File: src/cbmm_pkg.sv
// Shared types, codes and address constants of the console bus memory map.
package cbmm_pkg;

	localparam int ROM_BYTES   = 32768;
	localparam int UPPER_BYTES = 32768;
	localparam int ROM_AW      = $clog2(ROM_BYTES);
	localparam int UPPER_AW    = $clog2(UPPER_BYTES);

	localparam logic [1:0] FUNC_READ  = 2'd0;
	localparam logic [1:0] FUNC_WRITE = 2'd1;
	localparam logic [1:0] FUNC_LOAD  = 2'd2;

	localparam logic [15:0] ADDR_ROM_END   = 16'h7FFF;
	localparam logic [15:0] ADDR_ENA_END   = 16'h1FFF;
	localparam logic [15:0] ADDR_VRAM_END  = 16'h9FFF;
	localparam logic [15:0] ADDR_WRAM_END  = 16'hDFFF;
	localparam logic [15:0] ADDR_ECHO_BEG  = 16'hE000;
	localparam logic [15:0] ADDR_ECHO_END  = 16'hFDFF;
	localparam logic [15:0] ADDR_OAM_BEG   = 16'hFE00;
	localparam logic [15:0] ADDR_OAM_END   = 16'hFE9F;
	localparam logic [15:0] ADDR_UNUSE_END = 16'hFEFF;
	localparam logic [15:0] ADDR_IO_END    = 16'hFF7F;
	localparam logic [15:0] ADDR_ECHO_OFS  = 16'h2000;
	localparam logic [15:0] ADDR_LCDC      = 16'hFF40;
	localparam logic [15:0] ADDR_STAT      = 16'hFF41;
	localparam logic [15:0] ADDR_LY        = 16'hFF44;
	localparam logic [15:0] ADDR_DIV       = 16'hFF04;
	localparam logic [15:0] ADDR_NR32      = 16'hFF1C;

	localparam logic [7:0] ENABLE_KEY = 8'hA0;
	localparam logic [7:0] LCD_ON_BIT = 8'h80;
	localparam logic [7:0] HI_NIBBLE  = 8'hF0;
	localparam logic [7:0] LOCKED_VAL = 8'hFF;
	localparam logic [1:0] MODE_XFER  = 2'd3;

	typedef struct packed {
		logic                rom_re;
		logic                rom_we;
		logic [ROM_AW-1:0]   rom_addr;
		logic                up_re;
		logic                up_we;
		logic [UPPER_AW-1:0] up_addr;
		logic [7:0]          up_wdata;
		logic                force_ff;
		logic                ext_en_next;
		logic                lcdc_we;
		logic                stat_we;
	} dec_t;

	typedef struct packed {
		logic rom_rd;
		logic up_rd;
		logic force_ff;
		logic ext_en;
	} s1_ctrl_t;

endpackage

File: src/cbmm_decode.sv
// Address decoder: turns one bus item into store accesses and lock decisions.
module cbmm_decode (
	input  logic                 valid,
	input  logic [1:0]           func,
	input  logic [15:0]          address,
	input  logic [7:0]           write_data,
	input  logic                 lcd_on,
	input  logic [1:0]           lcd_mode,
	input  logic                 ext_en,
	output cbmm_pkg::dec_t       dec
);

	logic        is_rd;
	logic        is_wr;
	logic        is_ld;
	logic        in_rom;
	logic        in_vram;
	logic        in_echo;
	logic        in_oam;
	logic [15:0] echo_addr;
	logic        wr_store;
	logic        wr_io;

	always_comb begin
		is_rd = valid && (func == cbmm_pkg::FUNC_READ);
		is_wr = valid && (func == cbmm_pkg::FUNC_WRITE);
		is_ld = valid && (func == cbmm_pkg::FUNC_LOAD);

		in_rom  = address <= cbmm_pkg::ADDR_ROM_END;
		in_vram = !in_rom && (address <= cbmm_pkg::ADDR_VRAM_END);
		in_echo = (address >= cbmm_pkg::ADDR_ECHO_BEG) && (address <= cbmm_pkg::ADDR_ECHO_END);
		in_oam  = (address >= cbmm_pkg::ADDR_OAM_BEG) && (address <= cbmm_pkg::ADDR_OAM_END);
		echo_addr = address - cbmm_pkg::ADDR_ECHO_OFS;

		wr_io = (address > cbmm_pkg::ADDR_UNUSE_END) && (address <= cbmm_pkg::ADDR_IO_END);
		wr_store = (!in_rom && (address <= cbmm_pkg::ADDR_WRAM_END)) || in_oam
			|| (address > cbmm_pkg::ADDR_IO_END)
			|| (wr_io && (address != cbmm_pkg::ADDR_LY));

		dec = '0;
		dec.ext_en_next = ext_en;
		dec.rom_addr    = address[cbmm_pkg::ROM_AW-1:0];
		dec.up_addr     = address[cbmm_pkg::UPPER_AW-1:0];
		dec.up_wdata    = write_data;

		if (is_rd) begin
			if (in_rom) begin
				dec.rom_re = 1'b1;
			end else begin
				dec.up_re = 1'b1;
				if (in_echo) begin
					dec.up_addr = echo_addr[cbmm_pkg::UPPER_AW-1:0];
				end
				if (in_vram) begin
					dec.force_ff = lcd_on && (lcd_mode == cbmm_pkg::MODE_XFER);
				end else if (in_oam) begin
					dec.force_ff = lcd_on && lcd_mode[1];
				end
			end
		end

		if (is_wr) begin
			if (address <= cbmm_pkg::ADDR_ENA_END) begin
				dec.ext_en_next = (write_data == cbmm_pkg::ENABLE_KEY);
			end
			dec.up_we = wr_store;
			if (address == cbmm_pkg::ADDR_DIV) begin
				dec.up_wdata = '0;
			end else if (address == cbmm_pkg::ADDR_NR32) begin
				// The low nibble can never leave its reset value of zero.
				dec.up_wdata = write_data & cbmm_pkg::HI_NIBBLE;
			end
			dec.lcdc_we = address == cbmm_pkg::ADDR_LCDC;
			dec.stat_we = address == cbmm_pkg::ADDR_STAT;
		end

		if (is_ld) begin
			dec.rom_we = (address < 16'(cbmm_pkg::ROM_BYTES));
		end
	end

endmodule

File: config.mk
export PLATFORM = sky130hd
export DESIGN_NAME = cbmm_decode
export DESIGN_NICKNAME = d
export VERILOG_FILES = /design/src/cbmm_pkg.sv /design/src/cbmm_decode.sv
export SDC_FILE = /design/constraint.sdc
export NUM_CORES = 1
export LEC_CHECK = 0
export ABC_CLOCK_PERIOD_IN_PS = 1700
export BUFFER_PORTS_ARGS = -buffer_cell sky130_fd_sc_hd__clkbuf_2
export CAP_MARGIN = 25
export CORE_MARGIN = 4
export CORE_UTILIZATION = 33
export DETAILED_ROUTE_END_ITERATION = 16
export MAX_ROUTING_LAYER = met4
export PLACE_DENSITY = 0.87
export SYNTH_ARGS = -nofsm -noshare
export SYNTH_HDL_FRONTEND = slang
export SYNTH_SLANG_ARGS = --single-unit
File: constraint.sdc
create_clock -name vclk -period 1.7
set_input_delay 0.255 -clock vclk [all_inputs]
set_output_delay 0.255 -clock vclk [all_outputs]
set_load 0.02 [all_outputs]
==> results of run 1 <==
==> cell usage in the layout (no fill, tap or decap), types with 3 or more instances in the layout <==
| cell | count |
|---|---|
| buf_4 | 25 |
| buf_6 | 5 |
| clkbuf_2 | 62 |
| nand2_1 | 6 |
| nand4_1 | 3 |
| nor2b_1 | 5 |
| nor3_2 | 3 |
| nor4b_1 | 3 |
==> worst max-delay path by stage <==
stage | start | end | cells after the start
2_1_floorplan | address[3] | dec[0] | 4
3_3_place_gp | address[5] | dec[3] | 6
3_5_place_dp | address[5] | dec[3] | 6
4_1_cts | address[5] | dec[3] | 6
5_1_grt | address[7] | dec[0] | 7
6_report | address[7] | dec[0] | 7
==> area by class of cell <==
cell class / count / area, um^2 / share of cell area, %
inverter: 2 / 7.51 / 0.687
timing repair buffer: 98 / 632 / 57.8
tap: 16 / 20.0 / 1.83
multi-input combinational: 53 / 433 / 39.6
==> per-stage QoR <==
stage / hold slack (ns) / area (um^2)
5_1_grt: 0.770 / 1090
6_report: 0.761 / 1090
3_3_place_gp: 0.762 / 910
2_1_floorplan: 0.561 / 579
4_1_cts: 0.781 / 1000
3_5_place_dp: 0.774 / 910
==> report_power, final <==
| group | total, mW | switching, mW | internal [mW] |
|---|---|---|---|
| clock network | 0 | 0 | 0 |
| logic | 0.278 | 0.156 | 0.122 |
| registers | 0 | 0 | 0 |
| total | 0.278 | 0.156 | 0.122 |
==> kinds of logic (layout without fill, tap and decap cells) <==
| logic type | Yosys count | after routing |
|---|---|---|
| simple gates | 43 | 43 |
| fa+ha+maj | 1 | 1 |
| xor+xnor | 1 | 1 |
| buf+inv | 30 | 100 |
| compound gates | 8 | 8 |
==> per-layer routing <==
metal | share of wire (%) | wire length, um | track usage, % | vias to the layer above
li1 | - | - | - | 415
met1 | 35 | 869 | 18.5 | 384
met2 | 53 | 1340 | 32.8 | 62
met3 | 10 | 251 | 1.51 | 6
met4 | 2.1 | 54 | 3.69 | 0
met5 | 0 | 0 | - | -
==> what timing repair did <==
| item | in CTS | in global routing |
|---|---|---|
| resized for setup | 16 | 31 |
| endpoints found under the setup margin | 5 | 14 |
| setup buffers | 2 | 1 |
| pin swaps | 7 | 10 |
==> worst max-delay path, stage by stage <==
cell and delay [ns]:
clkbuf_16 0.13, nor4_4 0.27, buf_4 0.17, nand2_2 0.04
or3_4 0.39, nor3b_4 0.21, buf_6 0.14
==> out/results.ini, run 1 <==
[floorplanning]
top_level_ports = 77
dieArea_um2 = 2470
start_util_pct = 36.4
die_h_um = 49.7
rows = 14
die_w_um = 49.7
core_um2 = 1580

[worst_hold_path]
hold_path_class = primary input to output pin
min_from = address[5]
min_to = dec[17]
hold-path-cell-count = 2

[synth]
syn_nets = 115
yosysMostFrequentCell = buf_4
ys_seq_area_share_pct = 0
synthTopCellsByArea = buf_4, nor2b_1, nand2_1
syn-cell-area_um2 = 574
synth_top_family_by_area = simple AND/OR/NAND/NOR gates
ys_types = 28
synth-simple-area-share_pct = 49.5
yosysTopAreaCellShare_pct = 36.6
synthMuxAreaShare_pct = 0
synth_xor_area_share_pct = 1.53
syn_area_per_cell_um2 = 6.92
synth_fa_ha_area_share_pct = 2.18
yosysWarnings = 0
syn-instance-count = 83
synth_commonest_cells = buf_4, nand2_1, nor2b_1
synth_area_leader_cell = buf_4
synth_compound_area_share_pct = 8.93

[setup_path]
critPathArrivalTime_ns = 1.62
cp_data_required_time_ns = 1.44
end_kind = output pin
critPathLaunchType = primary input
crit_type = primary input to output pin
cp_max_fo = 4

[cells_and_area]
antenna-diode-count = 0
fin_cells = 169
finalNetCount = 187
final_core_util_pct = 69.3
syn_to_final_growth_pct = 90.2
fill_cells = 114
n_sequential_cell = 0
clock_buffer_count = 0
drive_gt1_share_pct = 73.9
regArea_um2 = 0

[routing]
routed_wl_mm = 2.51
dr_total_vias = 867
detail_route.first_pass.iterations = 4
vias_per_cell = 5.13
dr.first_iter.drc_count = 9
drc = 0
ant_nets = 0
wl_per_cell_um = 14.9

[timing]
grt_setup_unrepaired = yes
fin_ws_ns = -0.171
fin_tns_setup_ns = -0.555
worstMarginPinSlew_ns = 0.260
max_freq_mhz = 534
min_period_over_period_pct = 110
slew_viol_final = 0
setup_violations = 6
fin_crit_ns = 1.87
hold_viol = 0
max-slew-margin-rel_pct = 82.4

[placement]
place_hpwl_mm = 1.86
io_buffers = 77
pre_cts_ws_ns = -0.249
gp_congestion = 0.838
place_inst = 166

[power_and_ir_drop]
leakage_nw = 0.585
power_mw = 0.278
ir_drop_uv = 109
power_density_nw_per_um2 = 254

[global_route]
grt_start_max_net_pins = 8
grt_pass1_vias = 802
antenna_found_initial = 0
overflow = 0
grt_pass1_wl_mm = 3.43
gr-usage-all-layers_pct = 17.0

[cts]
cts_hold_buf = 0

[status]
violations = setup timing
status = finished with violations

[run]
drv_cap = 0

Power figures use the tool's default switching activity.
==> run 2: changes to the inputs <==
--- a/config.mk
+++ b/config.mk
@@ -9,4 +9,5 @@
 export BUFFER_PORTS_ARGS = -buffer_cell sky130_fd_sc_hd__clkbuf_2
 export CAP_MARGIN = 25
+export CORE_ASPECT_RATIO = 1.25
 export CORE_MARGIN = 4
 export CORE_UTILIZATION = 33
@@ -14,4 +15,5 @@
 export MAX_ROUTING_LAYER = met4
 export PLACE_DENSITY = 0.87
+export SLEW_MARGIN = 20
 export SYNTH_ARGS = -nofsm -noshare
 export SYNTH_HDL_FRONTEND = slang
==> constraint.sdc (replaced) <==
create_clock -name vclk -period 1.7
set_input_delay 0.34 -clock vclk [all_inputs]
set_output_delay 0.34 -clock vclk [all_outputs]
set_load 0.02 [all_outputs]
==> out/results.ini, run 2 (synthesis results as in run 1) <==
[timing]
grt_setup_unrepaired = yes
max-slew-margin-rel_pct = 81.5
fin_worst_hold_slack_ns = 0.938
setup_violations = 11
fin_tns_setup_ns = -2.48
worstMarginPinSlew_ns = 0.273
slew_viol_final = 0
fin_ws_ns = -0.258
min_period_over_period_pct = 115
hold_viol = 0
fin_crit_ns = 1.96
max_freq_mhz = 511

[placement]
pre_cts_ws_ns = -0.382
place_inst = 177
place_hpwl_mm = 1.96
gp_congestion = 0.776
dpl_cell_area_um2 = 1010
io_buffers = 77

[routing]
detail_route.first_pass.iterations = 3
routed_wl_mm = 2.29
ant_nets = 0
dr.first_iter.drc_count = 4
wl_per_cell_um = 12.8
drc = 0
dr_total_vias = 879
vias_per_cell = 4.91

[cts]
cts_hold_buf = 0

[floorplanning]
core_um2 = 1600
die_w_um = 45.3
rows = 16
top_level_ports = 77
die_h_um = 54.6
dieArea_um2 = 2480
start_util_pct = 35.9

[setup_path]
cp_max_fo = 4
crit_type = primary input to output pin
critPathArrivalTime_ns = 1.62
cp_data_required_time_ns = 1.36
critPathLaunchType = primary input
end_kind = output pin

[worst_hold_path]
hold-path-cell-count = 2
hold_path_class = primary input to output pin

[global_route]
grt_pass1_vias = 854
grt_pass1_wl_mm = 3.17
antenna_found_initial = 0
gr-usage-all-layers_pct = 16.8
grt_start_max_net_pins = 7
overflow = 0

[cells_and_area]
layout_commonest_cell = clkbuf_2
fin_cells = 179
finalNetCount = 195
final_area_um2 = 1170
layout_common_cells = clkbuf_2, buf_4, nand2_1, buf_6, nor2b_1
drive_gt1_share_pct = 73.3
antenna-diode-count = 0
final_core_util_pct = 73.2
regArea_um2 = 0
clock_buffer_count = 0
n_sequential_cell = 0
syn_to_final_growth_pct = 104

[status]
status = finished with violations
violations = setup timing

[power_and_ir_drop]
power_mw = 0.290
leakage_nw = 0.634
power_density_nw_per_um2 = 247
ir_drop_uv = 163

[run]
drv_cap = 0

-- run 2: path summary, 6_finish.rpt --
path	slack (ns)	startpoint	end
setup / recovery	-0.26	address[4]	dec[7]
hold / removal	0.94	address[10]	dec[39]
-- run 2: worst max-delay path, stage by stage --
cell	delay, ns
buf_8	0.10
buf_6	0.11
xor2_1	0.14
or3_1	0.39
nor3_2	0.18
buf_4	0.16
nor2b_1	0.05
clkbuf_2	0.15
-- run 2: final cells by class --
class	instances	area (um^2)
Multi-Input combinational cell	53	430
Fill cell	115	429
Inverter	2	7.51
Timing Repair Buffer	106	712
Tap cell	18	22.5
-- run 2: what timing repair did --
action / in CTS / in global routing
buffers inserted: 1 / 1
pin swaps: 7 / 4
endpoints found under the setup margin: 14 / 14
hold endpoints to repair: 0 / 0
gates resized for setup: 18 / 27
-- run 2: per-layer routing --
layer	part of all wire, %	wire [um]	track usage [%]	up-vias
met2	58	1330	35.8	49
met5	0	0	-	-
met4	1.3	29	3.41	0
met3	8.3	191	0.329	4
met1	32	736	16.2	397
li1	-	-	-	429
-- run 2: where the power goes --
| part | internal, mW | total, mW | switching, mW | leakage (nW) |
|---|---|---|---|---|
| clock network | 0 | 0 | 0 | 0 |
| registers | 0 | 0 | 0 | 0 |
| logic | 0.136 | 0.290 | 0.154 | 0.634 |
