[config.mk]
export PLATFORM = sky130hd
export DESIGN_NAME = cbmm_clear
export DESIGN_NICKNAME = d
export VERILOG_FILES = /design/src/cbmm_pkg.sv /design/src/cbmm_clear.sv
export SDC_FILE = /design/constraint.sdc
export NUM_CORES = 1
export LEC_CHECK = 0
export BUFFER_PORTS_ARGS = -buffer_cell sky130_fd_sc_hd__clkbuf_2
export CORE_MARGIN = 2
export CORE_UTILIZATION = 45
export DETAILED_ROUTE_END_ITERATION = 6
export PLACE_DENSITY = 0.68
export SETUP_SLACK_MARGIN = 0.3
export SYNTH_ARGS = -nofsm -noshare
export SYNTH_HDL_FRONTEND = slang
export SYNTH_SLANG_ARGS = --single-unit
[constraint.sdc]
create_clock -name clk -period 1.4 [get_ports clk]
set_input_delay 0.07 -clock clk [delete_from_list [all_inputs] [get_ports clk]]
set_output_delay 0.07 -clock clk [all_outputs]
set_load 0.1 [all_outputs]
[src/cbmm_pkg.sv]
// Shared types, codes and address constants of the console bus memory map.
package cbmm_pkg;

	localparam int ROM_BYTES   = 32768;
	localparam int UPPER_BYTES = 32768;
	localparam int ROM_AW      = $clog2(ROM_BYTES);
	localparam int UPPER_AW    = $clog2(UPPER_BYTES);

	localparam logic [1:0] FUNC_READ  = 2'd0;
	localparam logic [1:0] FUNC_WRITE = 2'd1;
	localparam logic [1:0] FUNC_LOAD  = 2'd2;

	localparam logic [15:0] ADDR_ROM_END   = 16'h7FFF;
	localparam logic [15:0] ADDR_ENA_END   = 16'h1FFF;
	localparam logic [15:0] ADDR_VRAM_END  = 16'h9FFF;
	localparam logic [15:0] ADDR_WRAM_END  = 16'hDFFF;
	localparam logic [15:0] ADDR_ECHO_BEG  = 16'hE000;
	localparam logic [15:0] ADDR_ECHO_END  = 16'hFDFF;
	localparam logic [15:0] ADDR_OAM_BEG   = 16'hFE00;
	localparam logic [15:0] ADDR_OAM_END   = 16'hFE9F;
	localparam logic [15:0] ADDR_UNUSE_END = 16'hFEFF;
	localparam logic [15:0] ADDR_IO_END    = 16'hFF7F;
	localparam logic [15:0] ADDR_ECHO_OFS  = 16'h2000;
	localparam logic [15:0] ADDR_LCDC      = 16'hFF40;
	localparam logic [15:0] ADDR_STAT      = 16'hFF41;
	localparam logic [15:0] ADDR_LY        = 16'hFF44;
	localparam logic [15:0] ADDR_DIV       = 16'hFF04;
	localparam logic [15:0] ADDR_NR32      = 16'hFF1C;

	localparam logic [7:0] ENABLE_KEY = 8'hA0;
	localparam logic [7:0] LCD_ON_BIT = 8'h80;
	localparam logic [7:0] HI_NIBBLE  = 8'hF0;
	localparam logic [7:0] LOCKED_VAL = 8'hFF;
	localparam logic [1:0] MODE_XFER  = 2'd3;

	typedef struct packed {
		logic                rom_re;
		logic                rom_we;
		logic [ROM_AW-1:0]   rom_addr;
		logic                up_re;
		logic                up_we;
		logic [UPPER_AW-1:0] up_addr;
		logic [7:0]          up_wdata;
		logic                force_ff;
		logic                ext_en_next;
		logic                lcdc_we;
		logic                stat_we;
	} dec_t;

	typedef struct packed {
		logic rom_rd;
		logic up_rd;
		logic force_ff;
		logic ext_en;
	} s1_ctrl_t;

endpackage

[src/cbmm_clear.sv]
// Sequencer that sweeps zeros through the upper store after reset.
module cbmm_clear (
	input  logic                          clk,
	input  logic                          arst_n,
	output logic                          busy,
	output logic [cbmm_pkg::UPPER_AW-1:0] addr
);

	logic                          busy_q;
	logic [cbmm_pkg::UPPER_AW-1:0] cnt_q;

	always_ff @(posedge clk or negedge arst_n) begin
		if (!arst_n) begin
			busy_q <= 1'b1;
			cnt_q  <= '0;
		end else if (busy_q) begin
			cnt_q <= cnt_q + 1'b1;
			if (&cnt_q) begin
				busy_q <= 1'b0;
			end
		end
	end

	assign busy = busy_q;
	assign addr = cnt_q;

endmodule

==> impl_metrics.yaml, run 1 <==
run_status:
  tool.error: "[ERROR DPL-0033] detailed placement checks failed during check placement."
  failed_stage: "global routing"
  status: "aborted with a tool error"
timing:
  worst_endpoint: "addr[11]$_DFFE_PN0P_/D"
  worst_path_end_type: "register data pin"
grt:
  antenna_found_initial: 0
  grt_max_degree: 17
floorplanning:
  die_h_um: 44.1
  io_pins: 18
  rows: 14
  die_x_um: 44.1
  initial_utilization: 0.480
logic_synthesis:
  ys_seq_elements: 16
  yosys_warnings: 0
  ys_types: 17
  synthCells: 60
  synth_nets: 63
  avgSynthCellArea_um2: 12.1
  synth_area_um2: 723
  ys_seq_area_frac: 0.555
placed_design:
  port_buffers: 17
  gp_congestion: 0.729
  hpwl_um: 1050
clock_network:
  numClockSinks: 16
  htree_levels: 1
  cts_made_buffers: 3
  clk_path_buf_depth: 2
  clock-root-buffer: "clkbuf_4"
-- through the flow --
step	hold WS, ns	setup slack, ns	instances	setup TNS [ns]	instance area (um^2)
after CTS	0.247	0.0636	112	0	1330
after detailed placement	0.0154	0.0726	92	0	925
after global placement	0.0123	0.0644	92	0	925
after floorplan	-0.226	-0.100	60	-0.756	813
-- what timing repair did --
item,in CTS
buffers inserted,15
hold buffers,1
resized for setup,41
pin swaps,5
hold endpoints to repair,15
endpoints found under the setup margin,29
-- cell families after synthesis --
family / synth area share
flip-flops: 0.555
buffers and inverters: 0.0121
adder cells (fa/ha/maj): 0.0173
AO/OA/AOI/OAI: 0.0156
multiplexers: 0.0156
AND/OR/NAND/NOR: 0.215
XOR/XNOR: 0.170
-- Yosys cell counts --
library cell | n | area, um^2
nand2_1 | 5 | 18.8
mux2_2 | 1 | 11.3
nor4_2 | 2 | 25.0
nor3_1 | 3 | 15.0
xnor2_1 | 4 | 35.0
nor4_1 | 2 | 12.5
nand3_1 | 2 | 10.0
xor2_1 | 10 | 87.6
nand4_2 | 2 | 25.0
dfrtp_1 | 15 | 375
ha_1 | 1 | 12.5
inv_1 | 1 | 3.75
nor2_1 | 3 | 11.3
dfstp_2 | 1 | 26.3
nand4_1 | 6 | 37.5
o41a_1 | 1 | 11.3
buf_2 | 1 | 5.00
==> run 2, diff against run 1 <==
Settings changed: CORE_AREA from default to 2 2 63 65, CORE_MARGIN 2 to default, CORE_UTILIZATION 45 to default, DIE_AREA from default to 0 0 65 67, PLACE_DENSITY 0.68 to default, PLACE_DENSITY_LB_ADDON from default to 0.15, SETUP_SLACK_MARGIN 0.3 to default.
Clock period 1.4 ns to 1.8 ns, I/O delays scaled along.
==> run 2 against run 1 <==
  * The run now ends clean
  * Area after synthesis did not move
  * Synthesized cell count did not move
==> impl_metrics.yaml, run 2 <==
pwr:
  power.leakage_nw: 0.461
  pwr_density_cell_nw_per_um2: 726
  irDropWorstVdd_v: 0.000267
  total_power_mw: 0.686
clock_network:
  clock-root-buffer: "clkbuf_8"
  cts_setup_buffers: 0
  cts_tree: "yes"
  clk_pin_slew_ns: 0.06
  clk_path_buf_depth: 2
  clk_latency_ns: 0.25
  cts_made_buffers: 3
  htree_levels: 1
  numClockSinks: 16
worst_setup_path:
  cp-start-kind: "register"
  path_buf_inv: 1
  r2r_end: "addr[11]"
  ff2ff_path_depth: 3
  critical_path.cell_chain: "clkbuf_2"
  cp-startpoint: "busy"
  cp.required_ns: 1.71
  reg2reg_slack_ns: 0.39
  r2r_start: "busy"
  critPathMaxStageDelay_ns: 0.67
  end_kind: "output pin"
  cp.arrival_ns: 1.39
  critPathMaxFanout: 9
  critPathSlowestCell: "dfstp_4"
  critical_path.top_delay_family: "flip-flops"
  critical_path_class: "register to output pin"
route:
  firstDrtPassIters: 4
  ant_nets: 0
  drc_errors: 0
  drt_iter0_drc: 19
  vias_per_cell: 4.25
  routed_wl_um: 1640
  vias: 548
  wire_per_inst_um: 12.7
timing:
  worst_pin_slew_ns: 0.549
  hold_viol_final: 0
  min_period_ns: 1.48
  fin_crit_sh: 0.823
  fin_worst_skew_ns: 0.00156
  timing.fmax_ghz: 0.675
  slew_headroom: 0.636
  finalSetupViolCount: 0
  fin_tns_setup_ns: 0
  rsz0062_at_grt: "no"
  maxSlewViolCount: 0
floorplanning:
  dieArea_um2: 4360
  die_x_um: 65
  rows: 22
  io_pins: 18
  initial_utilization: 0.201
  core-area_um2: 3610
  die_h_um: 67
grt:
  grt_pass1_vias: 529
  grt.overflow.total: 0
  grt.busiest_layer: "met2"
  grt_max_degree: 17
  gr-usage-met3: 0.0372
  gr-usage-met2: 0.134
  grt_pass1_wl_um: 2750
  track_usage: 0.0876
  antenna_found_initial: 0
  grt_use_met1: 0.109
logic_synthesis:
  ys_seq_area_frac: 0.555
  synth_commonest_cells: "dfrtp_1, xor2_1, nand4_1"
  synth_area_um2: 723
  synthMuxAreaShare: 0.0156
  synth-edff-count: 0
  synth_xor_area_frac: 0.170
  synthCells: 60
  synth.most_common_cell: "dfrtp_1"
  synth_top_family_by_area: "simple AND/OR/NAND/NOR gates"
  synth_ff_type: "dfrtp_1"
  ys_types: 17
  synth_top_cell_area_share: 0.519
  synth-compound-area-share: 0.0156
  ys_top_cells_by_area: "dfrtp_1, xor2_1, nand4_1"
  synthAdderAreaFrac: 0.0173
  synthSimpleGateAreaFrac: 0.215
  synth_nets: 63
  ys_seq_elements: 16
  synthArstFlopShare: 1.00
  avgSynthCellArea_um2: 12.1
  synth_top_area_cell: "dfrtp_1"
  yosys_warnings: 0
worst_hold_path:
  hold_class: "input pin to asynchronous set/reset pin"
finish:
  diodes: 0
  drive_above_1_share: 0.457
  final_cell_mix: "clkbuf_2, xor2_1, dfrtp_2"
  area_growth_pct: 30.6
  fin_area_um2: 945
  final_cells: 129
  nets: 85
  utilization: 0.262
  largest_reg_flops: 15
  layout_commonest_cell: "clkbuf_2"
placed_design:
  gp_congestion: 0.650
  placed_cell_area_um2: 880
  dp.cells: 124
  port_buffers: 17
run_status:
  status: "finished, final reports clean"
run:
  drv_cap: 0
run 2: cell counts after synthesis:
Identical to the previous run, type by type.
run 2: how the worst max path moves through the flow:
stage	endpoint	slack, ns	cells past startpoint
floorplan	addr[12]	0.06	3
global placement	addr[11]	0.38	3
detailed placement	addr[11]	0.37	3
CTS	busy	0.30	1
global route	addr[11]	0.25	3
finish	busy	0.32	1
run 2: power breakdown:
group	internal, mW	leakage [nW]	switching (mW)
clock	0.194	0.0288	0.123
sequential	0.359	0.204	0
combinational	0.00216	0.228	0.00740
run 2: layout make-up:
class                   instances  area [um^2]
multi-input cells              42          313
repair buffers                 18         95.1
inverters                       1         3.75
well taps                      48         60.1
fillers                       396         2660
clock buffers                   4         55.1
flip-flops and latches         16          418
run 2: cells by family after synthesis:
kind of cell	Yosys count
xor+xnor	14
mux	1
simple gates	25
flops	16
compound gates	1
buf+inv	2
fa+ha+maj	1
run 2: through the flow:
| step | hold slack (ns) | setup slack, ns |
|---|---|---|
| floorplan | -0.206 | 0.0627 |
| global placement | 0.0461 | 0.378 |
| detailed placement | 0.0521 | 0.368 |
| CTS | 0.315 | 0.305 |
| global route | 0.341 | 0.253 |
| finish | 0.304 | 0.319 |
run 2: timing repair:
action                                  in CTS  in global routing
hold buffers                                 1                  0
gates resized for setup                      0                  0
endpoints found under the setup margin       0                  0
endpoints found under the hold margin       15                  0
run 2: metal layers:
metal | vias up | routed length (um)
met1 | 272 | 767
met4 | 0 | 27
li1 | 256 | -
met5 | - | 0
met2 | 18 | 754
met3 | 2 | 86
Note: power is estimated with default switching activity, not from simulation.
==> run 3, diff against run 2 <==
Clock period 1.8 ns to 1.4 ns, I/O delays scaled along.
==> run 3 against run 2 <==
  * Register-to-register slack lost 0.28 ns
  * Cell count rose by 2.3%
  * Sequential share of layout area decreased by 1.3 points
  * Global-route usage decreased by 0.37 points
  * Worst hold slack got worse by 0.024 ns
  * Clock skew rose by 0.0024 ns
  * Non-clock buffer count is 3 higher
  * Design area increased by 11%
  * First-iteration DRC count is 16% higher
  * Critical path type unchanged
==> impl_metrics.yaml, run 3 (synthesized netlist as in run 2, its figures left out) <==
route:
  routed_wl_um: 1710
  wire_per_inst_um: 12.9
  ant_nets: 0
  firstDrtPassIters: 2
  drc_errors: 0
  vias_per_cell: 4.09
  drt_iter0_drc: 22
  vias: 540
pwr:
  pwr_density_cell_nw_per_um2: 809
  power.leakage_nw: 0.473
  irDropWorstVdd_v: 0.000391
  total_power_mw: 0.847
placed_design:
  dp.cells: 127
  hpwl_um: 1280
  port_buffers: 17
  preCtsSetupSlack_ns: 0.0695
  placed_cell_area_um2: 985
  gp_congestion: 0.692
clock_network:
  clk_latency_ns: 0.25
  clk_pin_slew_ns: 0.07
  clock-root-buffer: "clkbuf_8"
  htree_levels: 1
  numClockSinks: 16
  cts_made_buffers: 3
  clk_path_buf_depth: 2
  cts_tree: "yes"
worst_setup_path:
  cp-start-kind: "register"
  critical_path.cell_chain: "buf_4 -> buf_12"
  critPathMaxStageDelay_ns: 0.66
  cp.arrival_ns: 1.25
  cp.required_ns: 1.33
  critPathSlowestCell: "dfstp_4"
  end_kind: "output pin"
  critical_path_class: "register to output pin"
  critPathMaxFanout: 5
grt:
  grt.overflow.total: 0
  grt_pass1_vias: 511
  track_usage: 0.0838
  grt_max_degree: 17
  antenna_found_initial: 0
  grt_pass1_wl_um: 2660
run_status:
  status: "finished, final reports clean"
run:
  drv_cap: 0
timing:
  rsz0062_at_grt: "no"
  hold_viol_final: 0
  fin_tns_setup_ns: 0
  fin_worst_skew_ns: 0.00401
  fin_crit_sh: 0.940
  timing.fmax_ghz: 0.760
  slew_headroom: 0.638
  worst_pin_slew_ns: 0.545
  setup_ws_ns: 0.0840
  hold_ws_ns: 0.280
  maxSlewViolCount: 0
  min_period_ns: 1.32
  finalSetupViolCount: 0
finish:
  area_growth_pct: 44.8
  final_cell_mix: "clkbuf_2, xor2_1, dfrtp_4"
  fin_area_um2: 1050
  nets: 88
  drive_above_1_share: 0.595
  final_cells: 132
  utilization: 0.290
  layout_commonest_cell: "clkbuf_2"
  diodes: 0
  fill_cells: 394
  largest_reg_flops: 15
floorplanning:
  core-area_um2: 3610
  dieArea_um2: 4360
  io_pins: 18
  die_x_um: 65
  die_h_um: 67
  initial_utilization: 0.201
  rows: 22
worst_hold_path:
  hold_class: "input pin to asynchronous set/reset pin"
run 3: metal layers:
metal | part of all wire | track usage | up-vias
met5 | 0 | 0 | -
met4 | 0 | 0.0186 | 0
met3 | 0.081 | 0.0456 | 0
met2 | 0.42 | 0.117 | 18
met1 | 0.50 | 0.112 | 260
li1 | - | - | 262
run 3: critical path, delay by kind of cell (launching register included):
kind | cells | cell delay [ns]
DFF | 1 | 0.66
buffers and inverters | 2 | 0.33
run 3: layout make-up:
class | count | area, um^2 | area share
Timing Repair Buffer | 21 | 138 | 0.131
Multi-Input combinational cell | 42 | 352 | 0.336
Tap cell | 48 | 60.1 | 0.0573
Clock buffer | 4 | 45.0 | 0.0430
Inverter | 1 | 3.75 | 0.00358
Sequential cell | 16 | 449 | 0.429
run 3: final timing paths:
check | startpoint | to | slack [ns] | depth (start not counted)
max | busy | busy | 0.08 | 2
min | arst_n | addr[12] | 0.28 | 2
max reg2reg | addr[6] | addr[13] | 0.11 | 3
min reg2reg | addr[14] | addr[14] | 0.48 | 1
max in group asynchronous | arst_n | addr[8] | 0.79 | 2
min in group clk | addr[14] | addr[14] | 0.48 | 1
run 3: power by group:
| group | switching, mW | internal (mW) | leakage, nW | total (mW) |
|---|---|---|---|---|
| logic | 0.00945 | 0.00278 | 0.258 | 0.0122 |
| clock network | 0.171 | 0.202 | 0.0228 | 0.373 |
| registers | 0 | 0.461 | 0.193 | 0.461 |
| total | 0.181 | 0.666 | 0.473 | 0.847 |
run 3: timing repair:
item	in CTS	in global routing
setup buffers	0	0
endpoints found under the hold margin	15	0
hold buffers	1	0
gates resized for setup	0	2
setup endpoints to repair	0	4
==> run 4, diff against run 3 <==
Settings changed: CELL_PAD_IN_SITES_DETAIL_PLACEMENT from default to 1, CELL_PAD_IN_SITES_GLOBAL_PLACEMENT from default to 2.
==> run 4 against run 3 <==
  * Design area is 3.2% higher
  * Clock-buffer cell count stayed put
  * Highest routed layer is now met4
  * Register-to-register slack hardly changed
  * Die area stayed put
  * Critical path type unchanged
  * Power is 5.3% higher
  * Clock power is 12% higher
==> impl_metrics.yaml, run 4 (synthesized netlist as in run 2, its figures left out) <==
run_status:
  status: "finished, final reports clean"
clock_network:
  clk_pin_slew_ns: 0.07
  numClockSinks: 16
  clock-root-buffer: "clkbuf_8"
  htree_levels: 1
  clk_path_buf_depth: 2
  cts_tree: "yes"
  cts_made_buffers: 3
  clk_latency_ns: 0.25
timing:
  setup_ws_ns: 0.0881
  hold_viol_final: 0
  worst_pin_slew_ns: 0.543
  min_period_ns: 1.31
  fin_crit_sh: 0.937
  fin_worst_skew_ns: 0.00317
  slew_headroom: 0.639
  finalSetupViolCount: 0
  maxSlewViolCount: 0
  timing.fmax_ghz: 0.762
  rsz0062_at_grt: "no"
floorplanning:
  die_x_um: 65
  dieArea_um2: 4360
  rows: 22
  core-area_um2: 3610
  die_h_um: 67
  initial_utilization: 0.201
  io_pins: 18
finish:
  nets: 88
  diodes: 0
  drive_above_1_share: 0.607
  utilization: 0.300
  final_cells: 132
  largest_reg_flops: 15
  final_cell_mix: "clkbuf_2, xor2_1, dfrtp_4"
  layout_commonest_cell: "clkbuf_2"
  area_growth_pct: 49.5
grt:
  grt_pass1_vias: 587
  grt_max_degree: 17
  grt_pass1_wl_um: 3110
  antenna_found_initial: 0
  track_usage: 0.0946
  grt.overflow.total: 0
worst_setup_path:
  ff2ff_path_depth: 4
  critical_path_class: "register to output pin"
  critPathMaxFanout: 6
  cp.arrival_ns: 1.24
  cp-start-kind: "register"
  cp.required_ns: 1.33
  end_kind: "output pin"
pwr:
  pwr_density_cell_nw_per_um2: 825
  irDropWorstVdd_v: 0.000260
  total_power_mw: 0.892
  power.leakage_nw: 0.516
placed_design:
  preCtsSetupSlack_ns: 0.0322
  port_buffers: 17
  hpwl_um: 1290
  gp_congestion: 0.658
  dp.cells: 126
route:
  wire_per_inst_um: 13.2
  vias_per_cell: 4.17
  drc_errors: 0
  vias: 550
  drt_iter0_drc: 4
  firstDrtPassIters: 2
  ant_nets: 0
  routed_wl_um: 1750
run:
  drv_cap: 0
worst_hold_path:
  hold_class: "input pin to asynchronous set/reset pin"
## run 4: cell count changes in the layout (fill, tap and decap cells not counted), sizes merged
cell / change
clkbuf: +1
buf: -1
## run 4: worst paths after layout
path / end / startpoint / slack (ns)
min in group clk: addr[14] / addr[14] / 0.48
hold / removal: addr[5] / arst_n / 0.28
setup reg to reg: addr[6] / addr[0] / 0.11
setup / recovery: busy / busy / 0.09
hold reg to reg: addr[14] / addr[14] / 0.48
max in group asynchronous: addr[1] / arst_n / 0.78
## run 4: layout make-up
type | instances | area [um^2]
fill | 401 | 2520
sequential | 16 | 449
multi-input combinational | 42 | 378
timing repair buffer | 21 | 135
tap | 48 | 60.1
clock buffer | 4 | 55.1
inverter | 1 | 3.75
## run 4: layer usage
metal / share of wire / global-route usage
met1: 0.49 / 0.129
met2: 0.46 / 0.144
met3: 0.033 / 0.0152
met4: 0.022 / 0.0479
met5: 0 / 0
## run 4: what timing repair did
action                                  in CTS  in global routing
hold buffers                                 1                  0
endpoints found under the hold margin       15                  0
resized for setup                            0                  5
buffers inserted                             0                  1
endpoints found under the setup margin       0                  4
## run 4: power by group
group          internal (mW)  leakage (nW)  total, mW  switching [mW]
Sequential             0.462         0.193      0.462               0
Combinational        0.00279         0.295     0.0122         0.00944
Clock                  0.250        0.0288      0.418           0.168
## run 4: stage by stage
| stage | hold slack (ns) | instance area (um^2) | TNS, ns |
|---|---|---|---|
| floorplan | -0.226 | 808 | -0.757 |
| global placement | 0.0323 | 975 | 0 |
| detailed placement | 0.0289 | 975 | 0 |
| CTS | 0.310 | 1040 | 0 |
| global route | 0.318 | 1080 | 0 |
| finish | 0.285 | 1080 | 0 |
## run 4: critical path: stages, from the launching register on
cell	delay, ns
dfstp_4	0.66
buf_4	0.16
buf_12	0.17
